===== config.mk =====
export PLATFORM = sky130hd
export DESIGN_NAME = tga_truecolor_rle_pixel_decoder_unit_flat
export DESIGN_NICKNAME = d
export VERILOG_FILES = /design/src/rtl/tgarle_pkg.sv /design/src/rtl/tgarle_if.sv /design/src/rtl/tgarle_alu.sv /design/src/rtl/tgarle_seq.sv /design/src/rtl/tga_truecolor_rle_pixel_decoder_unit.sv /design/src/flat_wrapper.sv
export SDC_FILE = /design/constraint.sdc
export NUM_CORES = 1
export LEC_CHECK = 0
export BUFFER_PORTS_ARGS = -buffer_cell sky130_fd_sc_hd__buf_2
export CAP_MARGIN = 25
export CORE_AREA = 4 4 127 189
export DETAILED_ROUTE_END_ITERATION = 8
export DIE_AREA = 0 0 131 193
export MAX_ROUTING_LAYER = met4
export PLACE_DENSITY = 0.88
export SYNTH_ARGS = -nofsm -noshare
export SYNTH_HDL_FRONTEND = slang
export SYNTH_SLANG_ARGS = --single-unit

===== constraint.sdc =====
create_clock -name clk -period 6.6 [get_ports clk]
set_input_delay 0.33 -clock clk [delete_from_list [all_inputs] [get_ports clk]]
set_output_delay 0.33 -clock clk [all_outputs]
set_load 0.02 [all_outputs]

===== src/rtl/tgarle_pkg.sv =====
// Shared types and constants for the targa true-color RLE pixel decoder.
// No dependencies; compiled first.
package tgarle_pkg;

    localparam int DIM_BITS_DEF  = 16;
    localparam int CFG_IDX_BITS  = 3;
    localparam int CFG_DATA_BITS = 16;
    localparam int MIN_WIDTH     = 4;

    localparam logic [7:0] ALPHA_OPAQUE = 8'hFF;
    localparam logic [7:0] MAX_SEG_LEN  = 8'd128;

    typedef enum logic [CFG_IDX_BITS-1:0] {
        CFG_RLE_ENABLE    = 3'd0,
        CFG_ALPHA_PRESENT = 3'd1,
        CFG_TOP_FIRST     = 3'd2,
        CFG_IMAGE_WIDTH   = 3'd3,
        CFG_IMAGE_HEIGHT  = 3'd4
    } cfg_index_t;

    typedef enum logic [2:0] {
        ST_IDLE,
        ST_WRAP,
        ST_ROW,
        ST_AVAIL,
        ST_LEN,
        ST_DEST,
        ST_EMIT
    } seq_state_t;

    typedef enum logic {
        ALU_SUB,
        ALU_ADD
    } alu_op_t;

    typedef struct packed {
        logic rle_enable;
        logic alpha_present;
        logic top_first;
    } cfg_flags_t;

    typedef struct packed {
        logic [7:0]  red;
        logic [7:0]  green;
        logic [7:0]  blue;
        logic [7:0]  alpha;
        logic [15:0] dest_row;
        logic [15:0] start_col;
        logic [7:0]  seg_length;
        logic        last_segment;
        logic        image_done;
    } seg_t;

endpackage


===== src/rtl/tgarle_if.sv =====
// Valid/ready channel interfaces: byte input and row-segment output.
// Depends on nothing; compiled after tgarle_pkg.
interface tgarle_byte_if;
    logic       valid;
    logic       ready;
    logic [7:0] data_byte;

    modport source (output valid, output data_byte, input ready);
    modport sink   (input valid, input data_byte, output ready);
endinterface

interface tgarle_seg_if;
    logic        valid;
    logic        ready;
    logic [7:0]  red;
    logic [7:0]  green;
    logic [7:0]  blue;
    logic [7:0]  alpha;
    logic [15:0] dest_row;
    logic [15:0] start_col;
    logic [7:0]  seg_length;
    logic        last_segment;
    logic        image_done;

    modport source (
        output valid, input ready,
        output red, output green, output blue, output alpha,
        output dest_row, output start_col, output seg_length,
        output last_segment, output image_done
    );
    modport sink (
        input valid, output ready,
        input red, input green, input blue, input alpha,
        input dest_row, input start_col, input seg_length,
        input last_segment, input image_done
    );
endinterface


===== src/rtl/tgarle_alu.sv =====
// Shared add/subtract unit with unsigned compare flag.
// Depends on tgarle_pkg.
module tgarle_alu #(
    parameter int DIM_BITS = tgarle_pkg::DIM_BITS_DEF
) (
    input  tgarle_pkg::alu_op_t  op,
    input  logic [DIM_BITS-1:0]  a,
    input  logic [DIM_BITS-1:0]  b,
    output logic [DIM_BITS-1:0]  result,
    output logic                 ge
);
    import tgarle_pkg::*;

    logic [DIM_BITS:0] sum;

    always_comb
    begin
        if (op == ALU_SUB)
        begin
            sum = {1'b0, a} + {1'b0, ~b} + {{DIM_BITS{1'b0}}, 1'b1};
        end
        else
        begin
            sum = {1'b0, a} + {1'b0, b};
        end
        result = sum[DIM_BITS-1:0];
        // carry out of a - b means no borrow: a >= b
        ge = (op == ALU_SUB) ? sum[DIM_BITS] : 1'b0;
    end

endmodule


===== src/rtl/tgarle_seq.sv =====
// Byte parser and segment sequencer; drives one shared tgarle_alu.
// Depends on tgarle_pkg and tgarle_alu.
module tgarle_seq #(
    parameter int DIM_BITS = tgarle_pkg::DIM_BITS_DEF
) (
    input  logic                    clk,
    input  logic                    rst_n,
    input  tgarle_pkg::cfg_flags_t  flags,
    input  logic [DIM_BITS-1:0]     img_w,
    input  logic [DIM_BITS-1:0]     img_h,
    input  logic                    in_valid,
    input  logic [7:0]              in_data,
    output logic                    in_ready,
    output logic                    seg_valid,
    output tgarle_pkg::seg_t        seg,
    input  logic                    seg_ready
);
    import tgarle_pkg::*;

    seq_state_t state_reg, state_next;

    logic [1:0]          phase_reg, phase_next;
    logic [23:0]         gather_reg, gather_next;
    logic                await_hdr_reg, await_hdr_next;
    logic                repeat_reg, repeat_next;
    logic [6:0]          left_reg, left_next;
    logic [DIM_BITS-1:0] row_reg, row_next;
    logic [DIM_BITS-1:0] col_reg, col_next;
    logic                finished_reg, finished_next;
    logic [7:0]          red_reg, red_next;
    logic [7:0]          green_reg, green_next;
    logic [7:0]          blue_reg, blue_next;
    logic [7:0]          alpha_reg, alpha_next;
    logic [7:0]          count_reg, count_next;
    logic [7:0]          len_reg, len_next;
    logic                cnt_ge_reg, cnt_ge_next;
    logic [DIM_BITS-1:0] avail_reg, avail_next;
    logic [DIM_BITS-1:0] dest_reg, dest_next;

    alu_op_t             alu_op;
    logic [DIM_BITS-1:0] alu_a, alu_b, alu_res;
    logic                alu_ge;

    logic                accept;
    logic                complete;
    logic [DIM_BITS-1:0] row_inc;
    logic [7:0]          remain;
    logic                seg_done;
    logic                seg_last;
    logic                push;

    tgarle_alu #(.DIM_BITS(DIM_BITS)) u_alu (
        .op     (alu_op),
        .a      (alu_a),
        .b      (alu_b),
        .result (alu_res),
        .ge     (alu_ge)
    );

    assign accept   = in_valid && in_ready;
    assign complete = (phase_reg == 2'd3) || (phase_reg == 2'd2 && !flags.alpha_present);
    assign row_inc  = row_reg + DIM_BITS'(1);
    assign remain   = count_reg - len_reg;
    // full row reached on the last row of the image
    assign seg_done = cnt_ge_reg && (dest_reg == '0);
    assign seg_last = seg_done || (remain == 8'd0);
    assign push     = seg_valid && seg_ready;

    // next state
    always_comb
    begin
        state_next = state_reg;
        case (state_reg)
            ST_IDLE:
            begin
                if (accept && !finished_reg && !(flags.rle_enable && await_hdr_reg)
                    && complete)
                begin
                    state_next = ST_WRAP;
                end
            end
            ST_WRAP:  state_next = ST_ROW;
            ST_ROW:   state_next = alu_ge ? ST_IDLE : ST_AVAIL;
            ST_AVAIL: state_next = ST_LEN;
            ST_LEN:   state_next = ST_DEST;
            ST_DEST:  state_next = ST_EMIT;
            ST_EMIT:
            begin
                if (push)
                begin
                    state_next = seg_last ? ST_IDLE : ST_WRAP;
                end
            end
            default:  state_next = ST_IDLE;
        endcase
    end

    // outputs and shared-unit operand select
    always_comb
    begin
        in_ready  = 1'b0;
        seg_valid = 1'b0;
        alu_op    = ALU_SUB;
        alu_a     = '0;
        alu_b     = '0;
        case (state_reg)
            ST_IDLE:  in_ready = 1'b1;
            ST_WRAP:
            begin
                alu_a = col_reg;
                alu_b = img_w;
            end
            ST_ROW:
            begin
                alu_a = row_reg;
                alu_b = img_h;
            end
            ST_AVAIL:
            begin
                alu_a = img_w;
                alu_b = col_reg;
            end
            ST_LEN:
            begin
                alu_a = DIM_BITS'(count_reg);
                alu_b = avail_reg;
            end
            ST_DEST:
            begin
                alu_a = img_h;
                alu_b = row_inc;
            end
            ST_EMIT:
            begin
                seg_valid = 1'b1;
                alu_op    = ALU_ADD;
                alu_a     = col_reg;
                alu_b     = DIM_BITS'(len_reg);
            end
            default: ;
        endcase
    end

    always_comb
    begin
        seg.red          = red_reg;
        seg.green        = green_reg;
        seg.blue         = blue_reg;
        seg.alpha        = alpha_reg;
        seg.dest_row     = 16'(flags.top_first ? row_reg : dest_reg);
        seg.start_col    = 16'(col_reg);
        seg.seg_length   = len_reg;
        seg.last_segment = seg_last;
        seg.image_done   = seg_done;
    end

    // datapath next values
    always_comb
    begin
        phase_next     = phase_reg;
        gather_next    = gather_reg;
        await_hdr_next = await_hdr_reg;
        repeat_next    = repeat_reg;
        left_next      = left_reg;
        row_next       = row_reg;
        col_next       = col_reg;
        finished_next  = finished_reg;
        red_next       = red_reg;
        green_next     = green_reg;
        blue_next      = blue_reg;
        alpha_next     = alpha_reg;
        count_next     = count_reg;
        len_next       = len_reg;
        cnt_ge_next    = cnt_ge_reg;
        avail_next     = avail_reg;
        dest_next      = dest_reg;
        case (state_reg)
            ST_IDLE:
            begin
                if (accept && !finished_reg)
                begin
                    if (flags.rle_enable && await_hdr_reg)
                    begin
                        repeat_next    = in_data[7];
                        left_next      = in_data[6:0];
                        await_hdr_next = 1'b0;
                        phase_next     = 2'd0;
                    end
                    else if (!complete)
                    begin
                        case (phase_reg)
                            2'd0:    gather_next[7:0]   = gather_reg[7:0] | in_data;
                            2'd1:    gather_next[15:8]  = gather_reg[15:8] | in_data;
                            default: gather_next[23:16] = gather_reg[23:16] | in_data;
                        endcase
                        phase_next = phase_reg + 2'd1;
                    end
                    else
                    begin
                        if (phase_reg == 2'd2)
                        begin
                            red_next   = in_data;
                            alpha_next = ALPHA_OPAQUE;
                        end
                        else
                        begin
                            red_next   = gather_reg[23:16];
                            alpha_next = in_data;
                        end
                        green_next  = gather_reg[15:8];
                        blue_next   = gather_reg[7:0];
                        phase_next  = 2'd0;
                        gather_next = '0;
                        count_next  = 8'd1;
                        if (flags.rle_enable)
                        begin
                            if (repeat_reg)
                            begin
                                count_next     = {1'b0, left_reg} + 8'd1;
                                left_next      = '0;
                                await_hdr_next = 1'b1;
                            end
                            else if (left_reg == '0)
                            begin
                                await_hdr_next = 1'b1;
                            end
                            else
                            begin
                                left_next = left_reg - 7'd1;
                            end
                        end
                    end
                end
            end
            ST_WRAP:
            begin
                if (alu_ge)
                begin
                    col_next = '0;
                    row_next = row_inc;
                end
            end
            ST_ROW:
            begin
                if (alu_ge)
                begin
                    finished_next = 1'b1;
                end
            end
            ST_AVAIL: avail_next = alu_res;
            ST_LEN:
            begin
                cnt_ge_next = alu_ge;
                len_next    = alu_ge ? avail_reg[7:0] : count_reg;
            end
            ST_DEST:  dest_next = alu_res;
            ST_EMIT:
            begin
                if (push)
                begin
                    col_next   = alu_res;
                    count_next = remain;
                    if (seg_done)
                    begin
                        finished_next = 1'b1;
                    end
                end
            end
            default: ;
        endcase
    end

    always_ff @(posedge clk or negedge rst_n)
    begin
        if (!rst_n)
        begin
            state_reg     <= ST_IDLE;
            phase_reg     <= '0;
            gather_reg    <= '0;
            await_hdr_reg <= 1'b1;
            repeat_reg    <= 1'b0;
            left_reg      <= '0;
            row_reg       <= '0;
            col_reg       <= '0;
            finished_reg  <= 1'b0;
        end
        else
        begin
            state_reg     <= state_next;
            phase_reg     <= phase_next;
            gather_reg    <= gather_next;
            await_hdr_reg <= await_hdr_next;
            repeat_reg    <= repeat_next;
            left_reg      <= left_next;
            row_reg       <= row_next;
            col_reg       <= col_next;
            finished_reg  <= finished_next;
        end
    end

    always_ff @(posedge clk)
    begin
        red_reg    <= red_next;
        green_reg  <= green_next;
        blue_reg   <= blue_next;
        alpha_reg  <= alpha_next;
        count_reg  <= count_next;
        len_reg    <= len_next;
        cnt_ge_reg <= cnt_ge_next;
        avail_reg  <= avail_next;
        dest_reg   <= dest_next;
    end

endmodule


===== src/rtl/tga_truecolor_rle_pixel_decoder_unit.sv =====
// Targa true-color RLE pixel decoder, top level.
// Header and partial-pixel bytes are taken in the idle state; a pixel byte then drives,
// per row segment it yields, one shared add/sub unit through wrap, row check, room,
// length, flipped row and column update. Once the rows are used up, bytes are taken and dropped.
// The first word passes those sequencer steps and then the one-word output register;
// a stalled sink holds the sequencer. Reset: async active low; counters cleared,
// awaiting a packet header, config to defaults.
module tga_truecolor_rle_pixel_decoder_unit #(
    parameter int DIM_BITS = tgarle_pkg::DIM_BITS_DEF
) (
    input  logic                                 clk,
    input  logic                                 rst_n,
    input  logic                                 cfg_we,
    input  logic [tgarle_pkg::CFG_IDX_BITS-1:0]  cfg_index,
    input  logic [tgarle_pkg::CFG_DATA_BITS-1:0] cfg_data,
    tgarle_byte_if.sink                          in_ch,
    tgarle_seg_if.source                         out_ch
);
    import tgarle_pkg::*;

    // configuration registers
    cfg_flags_t                flags_reg;
    logic [CFG_DATA_BITS-1:0]  width_reg;
    logic [CFG_DATA_BITS-1:0]  height_reg;

    // effective image size: masked to DIM_BITS, width at least 4, height at least 1
    logic [DIM_BITS-1:0] w_raw, h_raw, img_w, img_h;

    // sequencer to output register
    logic  seg_valid;
    logic  seg_ready;
    seg_t  seg;

    // output register
    logic  out_valid_reg;
    seg_t  out_reg;

    always_ff @(posedge clk or negedge rst_n)
    begin
        if (!rst_n)
        begin
            flags_reg  <= '0;
            width_reg  <= CFG_DATA_BITS'(MIN_WIDTH);
            height_reg <= CFG_DATA_BITS'(1);
        end
        else if (cfg_we)
        begin
            case (cfg_index)
                CFG_RLE_ENABLE:    flags_reg.rle_enable    <= cfg_data[0];
                CFG_ALPHA_PRESENT: flags_reg.alpha_present <= cfg_data[0];
                CFG_TOP_FIRST:     flags_reg.top_first     <= cfg_data[0];
                CFG_IMAGE_WIDTH:   width_reg               <= cfg_data;
                CFG_IMAGE_HEIGHT:  height_reg              <= cfg_data;
                default: ;  // unmapped index, write dropped
            endcase
        end
    end

    assign w_raw = width_reg[DIM_BITS-1:0];
    assign h_raw = height_reg[DIM_BITS-1:0];
    assign img_w = (w_raw < DIM_BITS'(MIN_WIDTH)) ? DIM_BITS'(MIN_WIDTH) : w_raw;
    assign img_h = (h_raw == '0) ? DIM_BITS'(1) : h_raw;

    tgarle_seq #(.DIM_BITS(DIM_BITS)) u_seq (
        .clk       (clk),
        .rst_n     (rst_n),
        .flags     (flags_reg),
        .img_w     (img_w),
        .img_h     (img_h),
        .in_valid  (in_ch.valid),
        .in_data   (in_ch.data_byte),
        .in_ready  (in_ch.ready),
        .seg_valid (seg_valid),
        .seg       (seg),
        .seg_ready (seg_ready)
    );

    // output register: takes a new word when empty or draining this cycle
    assign seg_ready = !out_valid_reg || out_ch.ready;

    always_ff @(posedge clk or negedge rst_n)
    begin
        if (!rst_n)
        begin
            out_valid_reg <= 1'b0;
        end
        else if (seg_valid && seg_ready)
        begin
            out_valid_reg <= 1'b1;
        end
        else if (out_ch.ready)
        begin
            out_valid_reg <= 1'b0;
        end
    end

    always_ff @(posedge clk)
    begin
        if (seg_valid && seg_ready)
        begin
            out_reg <= seg;
        end
    end

    assign out_ch.valid        = out_valid_reg;
    assign out_ch.red          = out_reg.red;
    assign out_ch.green        = out_reg.green;
    assign out_ch.blue         = out_reg.blue;
    assign out_ch.alpha        = out_reg.alpha;
    assign out_ch.dest_row     = out_reg.dest_row;
    assign out_ch.start_col    = out_reg.start_col;
    assign out_ch.seg_length   = out_reg.seg_length;
    assign out_ch.last_segment = out_reg.last_segment;
    assign out_ch.image_done   = out_reg.image_done;

    // the sequencer never takes a byte while it is offering a segment
    a_no_accept_while_emit: assert property (@(posedge clk) disable iff (!rst_n)
        !(in_ch.ready && seg_valid))
        else $error("byte accepted while a segment is pending");

    // segment lengths stay within one RLE packet
    a_seg_len_range: assert property (@(posedge clk) disable iff (!rst_n)
        seg_valid |-> (seg.seg_length != 8'd0) && (seg.seg_length <= MAX_SEG_LEN))
        else $error("segment length out of range");

    // the segment that completes the image always closes its byte
    a_done_is_last: assert property (@(posedge clk) disable iff (!rst_n)
        out_ch.valid && out_ch.image_done |-> out_ch.last_segment)
        else $error("image_done without last_segment");

    // a held output word stays put until taken
    a_out_hold: assert property (@(posedge clk) disable iff (!rst_n)
        out_ch.valid && !out_ch.ready |=> out_ch.valid && $stable(out_reg))
        else $error("output word changed while stalled");

endmodule

===== src/flat_wrapper.sv =====
// flat-port wrapper written by rule: the top's interface ports become plain ports
module tga_truecolor_rle_pixel_decoder_unit_flat import tgarle_pkg::*;
#(
    parameter int DIM_BITS = tgarle_pkg::DIM_BITS_DEF
)
  (clk, rst_n, cfg_we, cfg_index, cfg_data, in_ch_valid, in_ch_data_byte, in_ch_ready, out_ch_valid, out_ch_ready, out_ch_red, out_ch_green, out_ch_blue, out_ch_alpha, out_ch_dest_row, out_ch_start_col, out_ch_seg_length, out_ch_last_segment, out_ch_image_done);
  tgarle_byte_if in_ch_i ();
  tgarle_seg_if out_ch_i ();
  input  logic clk;
  input  logic rst_n;
  input  logic cfg_we;
  input  logic [tgarle_pkg::CFG_IDX_BITS-1:0] cfg_index;
  input  logic [tgarle_pkg::CFG_DATA_BITS-1:0] cfg_data;
  input wire logic [$bits(in_ch_i.valid)-1:0] in_ch_valid;
  input wire logic [$bits(in_ch_i.data_byte)-1:0] in_ch_data_byte;
  output wire logic [$bits(in_ch_i.ready)-1:0] in_ch_ready;
  output wire logic [$bits(out_ch_i.valid)-1:0] out_ch_valid;
  input wire logic [$bits(out_ch_i.ready)-1:0] out_ch_ready;
  output wire logic [$bits(out_ch_i.red)-1:0] out_ch_red;
  output wire logic [$bits(out_ch_i.green)-1:0] out_ch_green;
  output wire logic [$bits(out_ch_i.blue)-1:0] out_ch_blue;
  output wire logic [$bits(out_ch_i.alpha)-1:0] out_ch_alpha;
  output wire logic [$bits(out_ch_i.dest_row)-1:0] out_ch_dest_row;
  output wire logic [$bits(out_ch_i.start_col)-1:0] out_ch_start_col;
  output wire logic [$bits(out_ch_i.seg_length)-1:0] out_ch_seg_length;
  output wire logic [$bits(out_ch_i.last_segment)-1:0] out_ch_last_segment;
  output wire logic [$bits(out_ch_i.image_done)-1:0] out_ch_image_done;
  assign in_ch_i.valid = in_ch_valid;
  assign in_ch_i.data_byte = in_ch_data_byte;
  assign in_ch_ready = in_ch_i.ready;
  assign out_ch_valid = out_ch_i.valid;
  assign out_ch_i.ready = out_ch_ready;
  assign out_ch_red = out_ch_i.red;
  assign out_ch_green = out_ch_i.green;
  assign out_ch_blue = out_ch_i.blue;
  assign out_ch_alpha = out_ch_i.alpha;
  assign out_ch_dest_row = out_ch_i.dest_row;
  assign out_ch_start_col = out_ch_i.start_col;
  assign out_ch_seg_length = out_ch_i.seg_length;
  assign out_ch_last_segment = out_ch_i.last_segment;
  assign out_ch_image_done = out_ch_i.image_done;
  tga_truecolor_rle_pixel_decoder_unit #(.DIM_BITS(DIM_BITS)) u_core (.clk(clk), .rst_n(rst_n), .cfg_we(cfg_we), .cfg_index(cfg_index), .cfg_data(cfg_data), .in_ch(in_ch_i), .out_ch(out_ch_i));
endmodule

==> summary.txt <==
Synthesis
  – Net Count, Synth: 1231
  – XOR/XNOR share of the synthesized area: 0.0444
  – Yosys reg bits: 262
  – Sequential fraction of the synthesis area: 0.555
  – Predominant post-synthesis flop cell: edfxtp_1
  – Post-Synth Simple-Gate Area: 0.106
  – Yosys cell types: 77
  – Post-synthesis adder-cell area fraction: 0.0459
  – Synth Area in Compound Gates: 0.140
  – Largest family of logic cells by synthesized area: compound AO/OA/AOI/OAI gates
  – EDFF count, synth: about 160
  – Yosys warns: 0
  – Average size of a mapped cell: 11.5 um2
  – Asr flop ratio synth: 0.408
  – Post-synthesis mux area share: 0.0760
  – Mapped Area: 0.0132 mm2
  – Syn Inst Count: 1152

Layout
  – Diodes inserted: 0
  – NumNets Final: roughly 1300
  – Share of cells above drive strength 1: 0.215
  – FF/Latch Area: 0.00734 mm2
  – Multi-input gate area: 0.00548 mm2
  – Fin cells: between 1500 and 2000
  – Fillers: between 1500 and 2000
  – Number of flip-flops under the largest register name: 24
  – Fin util: 0.669
  – Most frequent cells in the layout: edfxtp_1, buf_2, dfrtp_1
  – Commonest non-fill, non-tap cell in the layout: edfxtp_1
  – Area Growth Syn to Fin: 13.2%

Min path
  – Worst hold stages: 2
  – Hold endpoint: u_core.w_raw[9]
  – Hold WC Path Type: in -> reg
  – Hold Startpoint: cfg_data[9]

Power and ir drop
  – Worst vdd ir: 0.316 mV
  – Psw: 3.63 mW
  – Combinational share of power: 0.485
  – Internal power: between 4 and 5 mW
  – PwrDens: 559 mW/mm2
  – Sw frac: 0.434
  – LEAKAGE: 6.21 nW
  – Pwr Total: approximately 8.4 mW
  – Part of the power in the clock network: 0.185
  – Seq pwr share: 0.330

Flow run
  – Max-cap viol count: 0

Global routing
  – Largest net degree at the start of global routing: 73
  – Total track usage: 0.315
  – First-pass GRT wire length: around 58000 um
  – Gr ovfl total: 0
  – Initial antenna violation count: 0
  – Vias in the first global route: 10100

Setup path
  – CP Cell Sequence: nor2b_1, nor2b_1, buf_4, a222oi_1, o21a_1, ha_1, o21ai_0, nand2b_1, nand4_1, nor3_1, o21bai_1, a21oi_1, buf_4, and2_1, mux2_2
  – Flop2flop setup slack: 0.97 ns
  – Reg2Reg Depth: 15
  – WP data arrival: roughly 5.9 ns
  – Req. time, crit path: roughly 6.9 ns
  – Slowest cell on the critical path: dfrtp_1
  – Worst Setup Start Kind: flop
  – Setup crit end kind: flop
  – Max FO, Critical Path: 22
  – Worst reg2reg startpoint: u_core.u_seq.state_reg[2]
  – Reg2reg end: u_core.u_seq.len_reg[3]
  – Slowest stage delay, CP: about 0.78 ns
  – Setup CP Type: reg -> reg

Run status
  – Status: complete, no violations

Timing
  – Worst rel slew slack: 0.260
  – Final setup violation count: 0
  – Period minus WS final: 5.63 ns
  – RSZ-0062 raised after global routing: no
  – TNS Setup: 0 ns
  – Setup WS post-layout: around 0.97 ns
  – Post-route clock skew: 0.0216 ns
  – Crit share post-route: 0.854
  – Final Hold Violating Endpoints: 0
  – Fmax: 0.177 GHz
  – Fin. max-slew vios: 0
  – Worst-Margin Slew: 1.10 ns

Route
  – DR vias/cell: roughly 6.5
  – Final ANT Viol Nets: 0
  – Final WL: 38200 um
  – Initial drt markers: around 1200
  – Number of remaining DRC errors: 0
  – WL/cell: 24.7 um
  – 1st-pass router iterations: 5
  – Vias: about 10000

Floorplan
  – Die Y: 193 um
  – Initial Utilization: 0.591
  – Core box area: 0.0224 mm2
  – Row cnt: 67
  – Boundary Pins: 108
  – Die ar.: 0.0253 mm2
  – Chip width: 131 um

Clock network
  – H-tree levels: 1
  – Clock buffer count from CTS: 26
  – CTS Sinks: between 200 and 300
  – Post-CTS Resized: 0
  – Root Buffer: clkbuf_16
  – Postcts setup bufs: 0
  – Skew-Pair Late Insertion Delay: 0.55 ns
  – Clock buffer depth: 3
  – Clock transition at path regs: 0.07 ns
  – CTS tree: yes

Placed design
  – HPWL after DPL: 27700 um
  – Placed cell count: 1494
  – Setup WS pre-CTS: approximately 1.2 ns
  – Gpl congestion: 1.09
  – Port bufs: ~110
[layout make-up]
type / instances / area share
Multi-Input combinational cell: 779 / 0.366
Sequential cell: 262 / 0.490
Timing Repair Buffer: 128 / 0.0480
Clock buffer: 30 / 0.0451
Inverter: 51 / 0.0128
Clock inverter: 18 / 0.0146
Tap cell: 276 / 0.0231
[power by group through the flow]
stage | Sequential, mW | Combinational (mW) | Clock [mW]
after floorplan | 2.62 | 2.79 | 0
final | 2.76 | 4.06 | 1.54
after CTS | 2.74 | 3.95 | 1.56
after detailed placement | 2.76 | 3.92 | 0
after global placement | 2.75 | 3.84 | 0
after global routing | 2.78 | 4.34 | 1.63
[per-stage QoR]
step	area, um2	hold WS [ns]
floorplan	13200	0.0344
finish	15000	0.0269
global placement	14000	0.321
detailed placement	14000	0.324
CTS	14900	0.0163
global route	15000	0.0264
[critical path, delay by kind of cell (launching register included)]
family | cells | cell delay (ns)
adders and majority gates | 1 | 0.47
muxes | 1 | 0.39
DFF | 1 | 0.78
buffers and inverters | 2 | 0.59
AOI/OAI and AO/OA | 5 | 0.84
and+or+nand+nor | 6 | 2.30
[cell usage after synthesis (6+ instances only)]
library cell | number | area [um2]
a211oi_1 | 8 | 60.1
a21o_1 | 12 | 90.1
a21oi_1 | 71 | 355
a221oi_1 | 11 | 96.3
a22o_1 | 11 | 96.3
a22oi_1 | 25 | 188
and3_1 | 13 | 81.3
clkbuf_1 | 51 | 191
dfrtp_1 | 104 | 2600
edfxtp_1 | 155 | 4650
ha_1 | 46 | 576
inv_1 | 50 | 188
mux2_2 | 77 | 867
mux2i_1 | 10 | 100
nand2_1 | 78 | 293
nand2b_1 | 9 | 56.3
nand3_1 | 24 | 120
nor2_1 | 92 | 345
nor2b_1 | 11 | 68.8
nor3_1 | 17 | 85.1
nor4_1 | 12 | 75.1
o21a_1 | 8 | 60.1
o21ai_0 | 58 | 290
o22ai_1 | 9 | 56.3
o31ai_1 | 17 | 128
or2_2 | 8 | 50.1
or3_1 | 6 | 37.5
xnor2_1 | 34 | 298
xor2_1 | 33 | 289
[what timing repair did]
item | 4_1_cts | 5_1_grt
setup endpoints to repair | 0 | 0
hold buffers | 1 | 0
hold endpoints to repair | 35 | 0
[per-layer routing]
layer,wire length (um),up-vias,track usage
met1,13000,4850,0.346
li1,-,4422,-
met5,0,-,-
met4,3030,0,0.195
met3,2620,164,0.0449
met2,19600,541,0.534
[how the worst max path moves through the flow]
stage / from / end / slack, ns / depth (start not counted)
2_1_floorplan: u_core.u_seq.state_reg[2] / u_core.u_seq.col_reg[12] / 1.34 / 8
3_3_place_gp: u_core.u_seq.state_reg[2] / u_core.u_seq.len_reg[7] / 1.43 / 15
3_5_place_dp: u_core.u_seq.state_reg[2] / u_core.u_seq.len_reg[3] / 1.19 / 15
4_1_cts: u_core.u_seq.state_reg[2] / u_core.u_seq.len_reg[3] / 1.19 / 15
5_1_grt: u_core.u_seq.state_reg[1] / u_core.u_seq.len_reg[7] / 0.70 / 15
6_report: u_core.u_seq.state_reg[2] / u_core.u_seq.len_reg[3] / 0.97 / 15
[logic make-up (layout without fill, tap and decap cells)]
family | count (synthesis) | count (layout)
buffers and inverters | 111 | 227
AND/OR/NAND/NOR | 295 | 295
AO/OA/AOI/OAI | 280 | 280
XOR/XNOR | 67 | 67
flip-flops | 262 | 262
adder cells (fa/ha/maj) | 48 | 48
multiplexers | 89 | 89
Note: power is estimated with default switching activity, not from simulation.
